### src/rtl/xml_text_escaper_defines.svh
// ----------------------------------------------------------------------------
// xml_text_escaper_defines.svh
// Assertion macros shared by the escaper modules.
// ----------------------------------------------------------------------------
`ifndef XML_TEXT_ESCAPER_DEFINES_SVH
`define XML_TEXT_ESCAPER_DEFINES_SVH

`ifndef SYNTHESIS
`define XTE_ASSERT(lbl, prop, msg) \
	lbl: assert property (@(posedge clk) disable iff (!arst_n) prop) else $error(msg);
`define XTE_ASSERT_NEVER(lbl, expr, msg) \
	lbl: assert property (@(posedge clk) disable iff (!arst_n) !(expr)) else $error(msg);
`else
`define XTE_ASSERT(lbl, prop, msg)
`define XTE_ASSERT_NEVER(lbl, expr, msg)
`endif

`endif

### src/rtl/xte_pkg.sv
// ----------------------------------------------------------------------------
// xte_pkg
// Types, character constants and entity tables of the XML text escaper.
// ----------------------------------------------------------------------------
package xte_pkg;

	localparam int UNIT_W = 16;
	localparam int IDX_W  = 3;

	localparam logic [UNIT_W-1:0] CTRL_LIMIT = 16'h0020;
	localparam logic [UNIT_W-1:0] CH_TAB     = 16'h0009;
	localparam logic [UNIT_W-1:0] CH_LF      = 16'h000A;
	localparam logic [UNIT_W-1:0] CH_CR      = 16'h000D;
	localparam logic [UNIT_W-1:0] CH_QUOT    = 16'h0022;
	localparam logic [UNIT_W-1:0] CH_AMP     = 16'h0026;
	localparam logic [UNIT_W-1:0] CH_APOS    = 16'h0027;
	localparam logic [UNIT_W-1:0] CH_SEMI    = 16'h003B;
	localparam logic [UNIT_W-1:0] CH_LT      = 16'h003C;
	localparam logic [UNIT_W-1:0] CH_GT      = 16'h003E;
	localparam logic [UNIT_W-1:0] CH_A       = 16'h0061;
	localparam logic [UNIT_W-1:0] CH_G       = 16'h0067;
	localparam logic [UNIT_W-1:0] CH_L       = 16'h006C;
	localparam logic [UNIT_W-1:0] CH_M       = 16'h006D;
	localparam logic [UNIT_W-1:0] CH_O       = 16'h006F;
	localparam logic [UNIT_W-1:0] CH_P       = 16'h0070;
	localparam logic [UNIT_W-1:0] CH_Q       = 16'h0071;
	localparam logic [UNIT_W-1:0] CH_S       = 16'h0073;
	localparam logic [UNIT_W-1:0] CH_T       = 16'h0074;
	localparam logic [UNIT_W-1:0] CH_U       = 16'h0075;

	typedef enum logic [2:0] {
		KIND_PASS,
		KIND_AMP,
		KIND_LT,
		KIND_GT,
		KIND_QUOT,
		KIND_APOS
	} kind_t;

	typedef struct packed {
		kind_t             kind;
		logic [UNIT_W-1:0] unit;
	} xte_entry_t;

	// Index of the last unit of the run for each kind.
	function automatic logic [IDX_W-1:0] ent_last(input kind_t kind);
		logic [IDX_W-1:0] r;
		unique case (kind)
			KIND_AMP:  r = IDX_W'(4);
			KIND_LT:   r = IDX_W'(3);
			KIND_GT:   r = IDX_W'(3);
			KIND_QUOT: r = IDX_W'(5);
			KIND_APOS: r = IDX_W'(5);
			default:   r = '0;
		endcase
		return r;
	endfunction

	function automatic logic [UNIT_W-1:0] ent_unit(input kind_t kind,
			input logic [IDX_W-1:0] idx, input logic [UNIT_W-1:0] unit);
		logic [UNIT_W-1:0] r;
		r = CH_SEMI;
		unique case (kind)
			KIND_AMP: begin
				unique case (idx)
					3'd0:    r = CH_AMP;
					3'd1:    r = CH_A;
					3'd2:    r = CH_M;
					3'd3:    r = CH_P;
					default: r = CH_SEMI;
				endcase
			end
			KIND_LT: begin
				unique case (idx)
					3'd0:    r = CH_AMP;
					3'd1:    r = CH_L;
					3'd2:    r = CH_T;
					default: r = CH_SEMI;
				endcase
			end
			KIND_GT: begin
				unique case (idx)
					3'd0:    r = CH_AMP;
					3'd1:    r = CH_G;
					3'd2:    r = CH_T;
					default: r = CH_SEMI;
				endcase
			end
			KIND_QUOT: begin
				unique case (idx)
					3'd0:    r = CH_AMP;
					3'd1:    r = CH_Q;
					3'd2:    r = CH_U;
					3'd3:    r = CH_O;
					3'd4:    r = CH_T;
					default: r = CH_SEMI;
				endcase
			end
			KIND_APOS: begin
				unique case (idx)
					3'd0:    r = CH_AMP;
					3'd1:    r = CH_A;
					3'd2:    r = CH_P;
					3'd3:    r = CH_O;
					3'd4:    r = CH_S;
					default: r = CH_SEMI;
				endcase
			end
			default: r = unit;
		endcase
		return r;
	endfunction

endpackage

### src/rtl/xte_if.sv
// ----------------------------------------------------------------------------
// xte_if
// Valid/ready stream interfaces for text input and escaped output.
// ----------------------------------------------------------------------------
interface xte_in_if import xte_pkg::*; ();
	logic              valid;
	logic              ready;
	logic [UNIT_W-1:0] code_unit;

	modport source(output valid, output code_unit, input ready);
	modport sink(input valid, input code_unit, output ready);
endinterface

interface xte_out_if import xte_pkg::*; ();
	logic              valid;
	logic              ready;
	logic [UNIT_W-1:0] out_unit;
	logic              run_end;

	modport source(output valid, output out_unit, output run_end, input ready);
	modport sink(input valid, input out_unit, input run_end, output ready);
endinterface

### src/rtl/xte_front.sv
// ----------------------------------------------------------------------------
// xte_front
// Accepts code units, drops disallowed control units and classifies the rest.
// ----------------------------------------------------------------------------
module xte_front import xte_pkg::*; (
	input  logic       clk,
	input  logic       arst_n,
	xte_in_if.sink     text_in,
	output logic       push_valid,
	output xte_entry_t push_entry,
	input  logic       push_ready
);

	logic       valid_s1;
	xte_entry_t entry_s1;
	logic       take;
	logic       drop;
	kind_t      kind;

	always_comb begin
		drop = (text_in.code_unit < CTRL_LIMIT) && (text_in.code_unit != CH_TAB)
			&& (text_in.code_unit != CH_LF) && (text_in.code_unit != CH_CR);
		priority if (text_in.code_unit == CH_AMP) begin
			kind = KIND_AMP;
		end else if (text_in.code_unit == CH_LT) begin
			kind = KIND_LT;
		end else if (text_in.code_unit == CH_GT) begin
			kind = KIND_GT;
		end else if (text_in.code_unit == CH_QUOT) begin
			kind = KIND_QUOT;
		end else if (text_in.code_unit == CH_APOS) begin
			kind = KIND_APOS;
		end else begin
			kind = KIND_PASS;
		end
	end

	assign text_in.ready = !valid_s1 || push_ready;
	assign take          = text_in.valid && text_in.ready;
	assign push_valid    = valid_s1;
	assign push_entry    = entry_s1;

	always_ff @(posedge clk or negedge arst_n) begin
		if (!arst_n) begin
			valid_s1 <= 1'b0;
		end else if (take) begin
			valid_s1 <= !drop;
		end else if (push_ready) begin
			valid_s1 <= 1'b0;
		end
	end

	always_ff @(posedge clk) begin
		if (take) begin
			entry_s1.kind <= kind;
			entry_s1.unit <= text_in.code_unit;
		end
	end

endmodule

### src/rtl/xte_queue.sv
// ----------------------------------------------------------------------------
// xte_queue
// Short register queue between the classifier and the run generator.
// ----------------------------------------------------------------------------
`include "xml_text_escaper_defines.svh"

module xte_queue import xte_pkg::*; #(
	parameter int DEPTH = 2
) (
	input  logic       clk,
	input  logic       arst_n,
	input  logic       push_valid,
	input  xte_entry_t push_entry,
	output logic       push_ready,
	output logic       pop_valid,
	output xte_entry_t pop_entry,
	input  logic       pop
);

	localparam int PTR_W = (DEPTH > 1) ? $clog2(DEPTH) : 1;
	localparam int CNT_W = $clog2(DEPTH + 1);

	xte_entry_t        mem_q [DEPTH];
	logic [PTR_W-1:0]  wr_ptr_q;
	logic [PTR_W-1:0]  rd_ptr_q;
	logic [CNT_W-1:0]  count_q;
	logic              push;

	assign push_ready = (count_q != CNT_W'(DEPTH));
	assign pop_valid  = (count_q != '0);
	assign pop_entry  = mem_q[rd_ptr_q];
	assign push       = push_valid && push_ready;

	always_ff @(posedge clk or negedge arst_n) begin
		if (!arst_n) begin
			wr_ptr_q <= '0;
			rd_ptr_q <= '0;
			count_q  <= '0;
		end else begin
			if (push) begin
				wr_ptr_q <= (wr_ptr_q == PTR_W'(DEPTH - 1)) ? '0 : wr_ptr_q + 1'b1;
			end
			if (pop) begin
				rd_ptr_q <= (rd_ptr_q == PTR_W'(DEPTH - 1)) ? '0 : rd_ptr_q + 1'b1;
			end
			if (push && !pop) begin
				count_q <= count_q + 1'b1;
			end else if (pop && !push) begin
				count_q <= count_q - 1'b1;
			end
		end
	end

	always_ff @(posedge clk) begin
		if (push) begin
			mem_q[wr_ptr_q] <= push_entry;
		end
	end

	`XTE_ASSERT(a_count_bound, count_q <= CNT_W'(DEPTH), "Queue count exceeds depth.")
	`XTE_ASSERT_NEVER(a_pop_empty, pop && (count_q == '0), "Pop from empty queue.")
	`XTE_ASSERT(a_push_counts, (push && !pop) |=> (count_q == $past(count_q) + 1'b1), "Push lost.")

endmodule

### src/rtl/xte_back.sv
// ----------------------------------------------------------------------------
// xte_back
// Expands queued entries into runs of code units through an output register.
// ----------------------------------------------------------------------------
`include "xml_text_escaper_defines.svh"

module xte_back import xte_pkg::*; (
	input  logic       clk,
	input  logic       arst_n,
	input  logic       pop_valid,
	input  xte_entry_t pop_entry,
	output logic       pop,
	xte_out_if.source  text_out
);

	logic              busy_q;
	xte_entry_t        cur_q;
	logic [IDX_W-1:0]  idx_q;
	logic              out_valid_q;
	logic [UNIT_W-1:0] out_unit_q;
	logic              out_end_q;
	logic              emit;
	logic              last;

	assign emit = busy_q && (!out_valid_q || text_out.ready);
	assign last = (idx_q == ent_last(cur_q.kind));
	assign pop  = pop_valid && (!busy_q || (emit && last));

	assign text_out.valid    = out_valid_q;
	assign text_out.out_unit = out_unit_q;
	assign text_out.run_end  = out_end_q;

	always_ff @(posedge clk or negedge arst_n) begin
		if (!arst_n) begin
			busy_q      <= 1'b0;
			idx_q       <= '0;
			out_valid_q <= 1'b0;
		end else begin
			if (pop) begin
				busy_q <= 1'b1;
				idx_q  <= '0;
			end else if (emit && last) begin
				busy_q <= 1'b0;
			end else if (emit) begin
				idx_q <= idx_q + 1'b1;
			end
			if (emit) begin
				out_valid_q <= 1'b1;
			end else if (text_out.ready) begin
				out_valid_q <= 1'b0;
			end
		end
	end

	always_ff @(posedge clk) begin
		if (pop) begin
			cur_q <= pop_entry;
		end
		if (emit) begin
			out_unit_q <= ent_unit(cur_q.kind, idx_q, cur_q.unit);
			out_end_q  <= last;
		end
	end

	`XTE_ASSERT(a_pass_single, (busy_q && cur_q.kind == KIND_PASS) |-> (idx_q == '0), "Pass run too long.")
	`XTE_ASSERT(a_idx_in_run, busy_q |-> (idx_q <= ent_last(cur_q.kind)), "Run index overflow.")
	`XTE_ASSERT(a_emit_loads, emit |=> (text_out.valid && (text_out.run_end == $past(last))), "Emit lost.")

endmodule

### src/rtl/xml_text_escaper.sv
// An accepted code unit passes the input stage, the queue and the run generator to the output register.
// Throughput: one code unit per cycle in and one escaped unit per cycle out while the output is ready.
// An entity reference holds the run generator for a run of four to six units; the queue
// and the input stage keep accepting until they fill. A dropped unit never reaches the queue.
// Reset clears the stage valid flags, queue pointers and the output register flag.
// ----------------------------------------------------------------------------
// xml_text_escaper
// XML 1.0 text escaping of a stream of UTF-16 code units.
// ----------------------------------------------------------------------------
module xml_text_escaper import xte_pkg::*; #(
	parameter int QUEUE_DEPTH = 2
) (
	input  logic      clk,
	input  logic      arst_n,
	xte_in_if.sink    text_in,
	xte_out_if.source text_out
);

	logic       push_valid;
	logic       push_ready;
	xte_entry_t push_entry;
	logic       pop_valid;
	logic       pop;
	xte_entry_t pop_entry;

	xte_front u_front (
		.clk        (clk),
		.arst_n     (arst_n),
		.text_in    (text_in),
		.push_valid (push_valid),
		.push_entry (push_entry),
		.push_ready (push_ready)
	);

	xte_queue #(
		.DEPTH (QUEUE_DEPTH)
	) u_queue (
		.clk        (clk),
		.arst_n     (arst_n),
		.push_valid (push_valid),
		.push_entry (push_entry),
		.push_ready (push_ready),
		.pop_valid  (pop_valid),
		.pop_entry  (pop_entry),
		.pop        (pop)
	);

	xte_back u_back (
		.clk       (clk),
		.arst_n    (arst_n),
		.pop_valid (pop_valid),
		.pop_entry (pop_entry),
		.pop       (pop),
		.text_out  (text_out)
	);

endmodule

### src/flat_wrapper.sv
// flat-port wrapper written by rule: the top's interface ports become plain ports
module xml_text_escaper_flat import xte_pkg::*;
#(
	parameter int QUEUE_DEPTH = 2
)
  (clk, arst_n, text_in_valid, text_in_code_unit, text_in_ready, text_out_valid, text_out_out_unit, text_out_run_end, text_out_ready);
  xte_in_if text_in_i ();
  xte_out_if text_out_i ();
  input  logic clk;
  input  logic arst_n;
  input wire logic [$bits(text_in_i.valid)-1:0] text_in_valid;
  input wire logic [$bits(text_in_i.code_unit)-1:0] text_in_code_unit;
  output wire logic [$bits(text_in_i.ready)-1:0] text_in_ready;
  output wire logic [$bits(text_out_i.valid)-1:0] text_out_valid;
  output wire logic [$bits(text_out_i.out_unit)-1:0] text_out_out_unit;
  output wire logic [$bits(text_out_i.run_end)-1:0] text_out_run_end;
  input wire logic [$bits(text_out_i.ready)-1:0] text_out_ready;
  assign text_in_i.valid = text_in_valid;
  assign text_in_i.code_unit = text_in_code_unit;
  assign text_in_ready = text_in_i.ready;
  assign text_out_valid = text_out_i.valid;
  assign text_out_out_unit = text_out_i.out_unit;
  assign text_out_run_end = text_out_i.run_end;
  assign text_out_i.ready = text_out_ready;
  xml_text_escaper #(.QUEUE_DEPTH(QUEUE_DEPTH)) u_core (.clk(clk), .arst_n(arst_n), .text_in(text_in_i), .text_out(text_out_i));
endmodule
### config.mk
export PLATFORM = sky130hd
export DESIGN_NAME = xml_text_escaper_flat
export DESIGN_NICKNAME = d
export VERILOG_FILES = /design/src/rtl/xte_pkg.sv /design/src/rtl/xte_if.sv /design/src/rtl/xte_front.sv /design/src/rtl/xte_queue.sv /design/src/rtl/xte_back.sv /design/src/rtl/xml_text_escaper.sv /design/src/flat_wrapper.sv
export VERILOG_INCLUDE_DIRS = /design/src /design/src/rtl
export SDC_FILE = /design/constraint.sdc
export NUM_CORES = 1
export LEC_CHECK = 0
export ABC_AREA = 1
export BUFFER_PORTS_ARGS = -buffer_cell sky130_fd_sc_hd__buf_2
export CAP_MARGIN = 10
export CELL_PAD_IN_SITES_DETAIL_PLACEMENT = 1
export CELL_PAD_IN_SITES_GLOBAL_PLACEMENT = 2
export CORE_UTILIZATION = 40
export CTS_CLUSTER_SIZE = 20
export DETAILED_ROUTE_END_ITERATION = 10
export PLACE_DENSITY = 0.89
export SLEW_MARGIN = 20
export SYNTH_ARGS = -nofsm -noshare
export SYNTH_HDL_FRONTEND = slang
export SYNTH_SLANG_ARGS = --single-unit
export TNS_END_PERCENT = 30
### constraint.sdc
create_clock -name clk -period 3.7 [get_ports clk]
set_clock_uncertainty 0.15 [all_clocks]
set_input_delay 0.74 -clock clk [delete_from_list [all_inputs] [get_ports clk]]
set_output_delay 0.74 -clock clk [all_outputs]
set_load 0.005 [all_outputs]
**Word level (Yosys, flattened, before mapping)**

Memories as Yosys holds them, arrays and structs flattened. A register that Yosys moved wholly into a read port is not among the register bits.
Cells that the tools add are included.

- Multiplexer cells: 26
- Eq/ne operators: 20
- Add/subtract/negate cells: 5
- Reductions and logical operators: 30
- Magnitude comparators: 1

Operators with widths:

| operator | count |
|---|---|
| 16-bit by 6-bit equality test with 1-bit output (second input constant) | 5 |
| 16-bit one-hot mux with 5 select lines | 1 |
| 7-bit one-hot mux with 5 select lines | 2 |
| 16-bit by 4-bit inequality test with 1-bit output (second input constant) | 3 |
| 7-bit one-hot mux with 3 select lines | 2 |
| 7-bit one-hot mux with 4 select lines | 1 |
| 16-bit by 6-bit less-than comparator with 1-bit output (second input constant) | 1 |
| 3-bit 2-to-1 mux | 5 |
| 3-bit by 2-bit equality test with 1-bit output (second input constant) | 4 |
| 2-bit nonzero test | 6 |
| 1-bit logical AND | 10 |
| 1-bit 2-to-1 mux | 10 |
| 3-bit equality test (second input constant) | 3 |
| 3-bit one-hot mux with 3 select lines | 1 |
| 2-bit 2-to-1 mux | 4 |
| 3-bit by 1-bit equality test with 1-bit output (second input constant) | 2 |
| 1-bit logical NOT | 6 |
| 2-bit OR reduction | 2 |
| 3-bit by 1-bit adder with 3-bit output (second input constant) | 1 |
| 3-bit equality test | 1 |
| 3-bit logical NOT | 1 |
| 1-bit logical OR | 3 |
| 3-bit OR reduction | 1 |
| 1-bit adder (second input constant) | 2 |
| other kinds (5) | 5 |

- Output and inout port bits: 19
- Input port bits: 20
- Bits in writable memories: 38
- Logic and storage cells: 95
- Bits in registers: 46
- Memories: 1

Memories:

| memory | depth | bits a word | read ports | clocked after Yosys merged registers in | write ports | RTL line | RTL |
|---|---|---|---|---|---|---|---|
| u_core.u_queue.mem_q | 2 | 19 | 1 | 1 | 1 | xte_queue.sv:23 | `xte_entry_t mem_q [DEPTH];` |

**Depth between registers and ports, before layout**

- Word-level depth: 10
- Depth in mapped cells: 13
- Gate-level depth less buffers: 13

**Hierarchy**

A second synthesis with hierarchy kept.

- Cell total of the unflattened synthesis: 331
- Area total of the unflattened synthesis: 4337.9 um^2

By module, submodules not included:

| module | cells an instance | area each (um^2) | sequential area each (um^2) | times used |
|---|---|---|---|---|
| xte_back | 183 | 1888.1 | 1206.2 | 1 |
| xte_queue | 85 | 1661.6 | 1241.2 | 1 |
| xte_front | 63 | 788.3 | 595.6 | 1 |

**Worst setup path after synthesis**

OpenSTA, ideal clock, no wires.

- Path type: input-to-reg
- Start point: input port text_out_ready
- End point: register u_core.u_back.idx_q[1]
- Setup time: 0.122 ns
- Buffers on the path: 0
- Stages on the path: 5
- Data arrival time: 2.121 ns
- Required time: 3.428 ns
- Slack: 1.307 ns
- Cells stage by stage: inv_1 a21oi_1 nand4_1 o2111ai_1 nand2_1

- Cells in the longest elaborated chain, start to end: 7
- Elaborated cells on any way between the ends: 9
- Those cells by class: eq/ne: 1; mux: 1; reduce/logical: 7

Ends and longest elaborated chain:

| what | RTL line | RTL |
|---|---|---|
| start, declared | flat_wrapper.sv:17 | `input wire logic [$bits(text_out_i.ready)-1:0] text_out_ready;` |
| 1-bit logical OR (*) | xte_back.sv:25 | `assign emit = busy_q && (!out_valid_q \|\| text_out.ready);` |
| 1-bit logical AND (*) | xte_back.sv:25 |  |
| net u_core.u_back.emit | xte_back.sv:22 | `logic emit;` |
| 1-bit logical AND | xte_back.sv:27, xte_back.sv:42 |  |
| 1-bit logical OR | xte_back.sv:27 | `assign pop = pop_valid && (!busy_q \|\| (emit && last));` |
| 1-bit logical AND | xte_back.sv:27 |  |
| 2-bit by 1-bit inequality test with 1-bit output (no source line) / 2-bit nonzero test (equally long branches) | n/a |  |
| 2-bit AND reduction (no source line) | n/a |  |
| end signal, assigned | xte_back.sv:45 | `idx_q <= idx_q + 1'b1;` |
| end, declared | xte_back.sv:18 | `logic [IDX_W-1:0] idx_q;` |

Mark *: on every way through the listed nets, which the timed path passes. The rest lies on a longest branch.
A chain may end at the register's enable or synchronous reset.

**Final worst setup path**

- Start point: register u_core.u_back.cur_q[17] (netlist name)
- End point: register u_core.u_queue.count_q[1]

- Cells in the longest elaborated chain, start to end: 10
- Elaborated cells on any way between the ends: 17
- Those cells by class: eq/ne: 6; mux: 2; reduce/logical: 9

Ends and longest elaborated chain:

| what | RTL line | RTL |
|---|---|---|
| 3-bit equality test / 3-bit by 2-bit equality test with 1-bit output (equally long branches) | xte_pkg.sv:48 | `unique case (kind)` |
| 2-bit OR reduction (no source line) | n/a |  |
| 3-bit one-hot mux with 3 select lines (*) | xte_pkg.sv:48 |  |
| 3-bit equality test (*) | xte_back.sv:26 | `assign last = (idx_q == ent_last(cur_q.kind));` |
| 1-bit logical AND (*) | xte_back.sv:27 |  |
| 1-bit logical OR (*) | xte_back.sv:27 |  |
| 1-bit logical AND (*) | xte_back.sv:27 |  |
| 1-bit logical NOT | xte_queue.sv:46 | `if (push && !pop) begin` |
| 1-bit logical AND | xte_queue.sv:46 |  |
| 2-bit 2-to-1 mux / 2-bit nonzero test (equally long branches) | n/a |  |
| end signal, assigned | xte_queue.sv:47 | `count_q <= count_q + 1'b1;` |
| end signal, assigned | xte_queue.sv:49 | `count_q <= count_q - 1'b1;` |
| end, declared | xte_queue.sv:26 | `logic [CNT_W-1:0] count_q;` |

Every way passes the cells marked *; elsewhere a longest branch is shown, timed or not.

==> results_dict.tcl <==
set metrics [dict create \
    crit_arrival_ps 2550 \
    grt_max_degree 22 \
    start_util_pct 41.45 \
    design_area_um2 4876 \
    critPathMaxFanout 4 \
    gp_congestion 0.8057 \
    r2r_slack_ps 1270 \
    die_width_um 105.9 \
    rsz0062_at_grt "no" \
    cellLeakagePower_nw 2.095 \
    cts_sinks 103 \
    synth.avg_cell_area_um2 11.48 \
    holdBufCountCts 0 \
    power_density_nw_per_um2 810.3 \
    grt_usage_pct 16.53 \
    reg2regPathDepth 13 \
    dr.pass1.iters 4 \
    wl_met2_um 4161 \
    ys_async_sr_fraction_pct 9.709 \
    ys_ff_latch 103 \
    dieArea_um2 11210 \
    setup_viol 0 \
    drive_gt1_share_pct 17.56 \
    syn_area_um2 4318 \
    drv_cap 0 \
    top_layer "met4" \
    synth_top_area_share_pct 64.68 \
    pin_count 39 \
    port-buffer-count 38 \
    synth_cells 376 \
    detail-route-antenna-nets 0 \
    crit_required_ps 3820 \
    drt_iter0_drc 112 \
    max_freq_ghz 0.4115 \
    antenna_found_initial 0 \
    dp_hpwl_um 5952 \
    antenna_cells 0 \
    synth-edff-count 93 \
    nFillCells 1169 \
    wl_um 8238 \
    wirelength_met1_um 3681 \
    drc 0 \
    path_class "register to register" \
    hp-class "input pin to asynchronous set/reset pin" \
    crit_path_start_kind "register" \
    synth.most_common_cell "nand2_1" \
    area.sequential_um2 3043 \
    r2r-end "u_core.u_queue.count_q[1]$_DFFE_PN0P_" \
    clkTransAtPathRegs_ps 120 \
    hold_viol 0 \
    cts_htree_levels 3 \
    ys_types 30 \
    cts_resized 0 \
    die_h_um 105.9 \
    worstMarginPinSlew_ps 728.9 \
    wl_per_cell_um 14.63 \
    core_um2 10420 \
    num_rows 37 \
    yosys_warnings 0 \
    timing.rr.start "u_core.u_back.cur_q[17]$_DFFE_PP_" \
    fin_setup_tns_ps 0 \
    yosysTopAreaCell "edfxtp_1" \
    ys_seq_area_share_pct 70.47 \
    fin_crit_sh_pct 65.68 \
    cts_setup_buffers 0 \
    synth_common_cells "nand2_1, edfxtp_1, inv_1" \
    syn_nets 404 \
    maxSlewHeadroom_pct 51.35 \
    grt_pass1_vias 2864 \
    grt_pass1_wl_um 14020 \
    cts_tree "built" \
    clkLatencyLatePin_ps 380 \
    layout_min_cycle_time_ps 2430 \
    viasPerCell 4.751 \
    cts-buffers-inserted 9 \
    final_max_slew_viol_count 0 \
    area_growth_pct 12.92 \
    synth_ff_type "edfxtp_1" \
    status "finished clean" \
    synthTopCellsByArea "edfxtp_1, nand2_1, dfrtp_1" \
    cts_buffer_depth 2 \
    multi_input_area_um2 1067 \
    clockRootBuffer "clkbuf_8" \
    wl_met3_um 263 \
    endpoint_kind "register" \
    vdd_drop_max_v 0.0002679 \
    vias 2675 \
    dpl-instance-area_um2 4673 \
    grt.overflow.total 0 \
    nets 450 \
]
## flip-flops by register name, indices dropped and copies added, names as in the netlist
register / flops
u_core.u_back.busy_q: 1
u_core.u_back.cur_q: 19
u_core.u_back.idx_q: 3
u_core.u_back.text_out.out_unit: 16
u_core.u_back.text_out.run_end: 1
u_core.u_back.text_out.valid: 1
u_core.u_front.push_entry: 19
u_core.u_front.push_valid: 1
u_core.u_queue.count_q: 2
u_core.u_queue.mem_q: 38
u_core.u_queue.rd_ptr_q: 1
u_core.u_queue.wr_ptr_q: 1
## kinds of logic after synthesis
logic type      Yosys count  synth area share (%)
buf+inv                  54                 4.897
simple gates            175                 17.39
fa+ha+maj                 8                 2.318
xor+xnor                  2                0.4058
compound gates           34                 4.520
flops                   103                 70.47
## metrics by stage
stage	instances	hold WS [ps]	utilization, %	setup WS [ps]	power [W]
6_report	563	44.08	46.81	1270	0.003951
5_1_grt	563	35.47	46.81	1066	0.004254
4_1_cts	563	30.95	46.81	1243	0.004013
3_5_place_dp	547	284.4	44.86	1234	0.003287
3_3_place_gp	547	274.7	44.86	1394	0.003215
2_1_floorplan	376	271.5	-	1307	0.002854
## routing by layer
layer	global-route usage, %	up-vias
met4	5.853	0
met1	20.20	1264
met5	0	-
li1	-	1350
met2	28.10	49
met3	4.598	12
## cell usage in the layout, fill, tap and decap left out, drive strengths merged
| cell type | n |
|---|---|
| nor3 | 2 |
| a21oi | 10 |
| clkbuf | 9 |
| o21ai | 17 |
| xor2 | 1 |
| xnor2 | 1 |
| a211oi | 1 |
| edfxtp | 93 |
| inv | 52 |
| or2 | 1 |
| buf | 41 |
| o211ai | 2 |
| o31ai | 1 |
| ha | 8 |
| clkinv | 3 |
| nor2 | 32 |
| o2111ai | 3 |
| nand2 | 118 |
| dfrtp | 10 |
| nand4 | 7 |
| nand3 | 15 |
## worst max-delay path by stage
stage                                            end  cells past startpoint                         startpoint  slack, ps
6_report       u_core.u_queue.count_q[1]$_DFFE_PN0P_                     13  u_core.u_back.cur_q[17]$_DFFE_PP_       1270
5_1_grt        u_core.u_queue.count_q[1]$_DFFE_PN0P_                     13  u_core.u_back.cur_q[17]$_DFFE_PP_       1070
4_1_cts        u_core.u_queue.count_q[1]$_DFFE_PN0P_                     13  u_core.u_back.cur_q[17]$_DFFE_PP_       1240
3_5_place_dp   u_core.u_queue.count_q[1]$_DFFE_PN0P_                     13  u_core.u_back.cur_q[17]$_DFFE_PP_       1230
3_3_place_gp   u_core.u_queue.count_q[1]$_DFFE_PN0P_                     13  u_core.u_back.cur_q[17]$_DFFE_PP_       1390
2_1_floorplan     u_core.u_back.idx_q[1]$_DFFE_PN0P_                      5                     text_out_ready       1310
## critical path, stage by stage, from the launching register on
cell,delay [ps]
edfxtp_1,430
inv_2,90
ha_1,340
inv_1,80
nand2_1,70
nand2_1,80
nor2_4,100
nand3_2,100
nand2_2,90
nand3_2,100
ha_1,320
a21oi_1,120
o21ai_0,120
xor2_1,160
## layout make-up
class,count,area share [%]
flip-flops and latches,103,62.41
multi-input cells,219,21.89
repair buffers,41,4.362
inverters,48,3.695
well taps,136,3.490
clock buffers,9,2.540
clock inverters,7,1.617
## power breakdown
group          switching [W]  leakage, nW  internal [W]
clock network       0.000430        0.104      0.000273
registers           0.000184        0.998       0.00179
logic               0.000870        0.993      0.000405
total                0.00148         2.09       0.00247
Power figures use the tool's default switching activity.
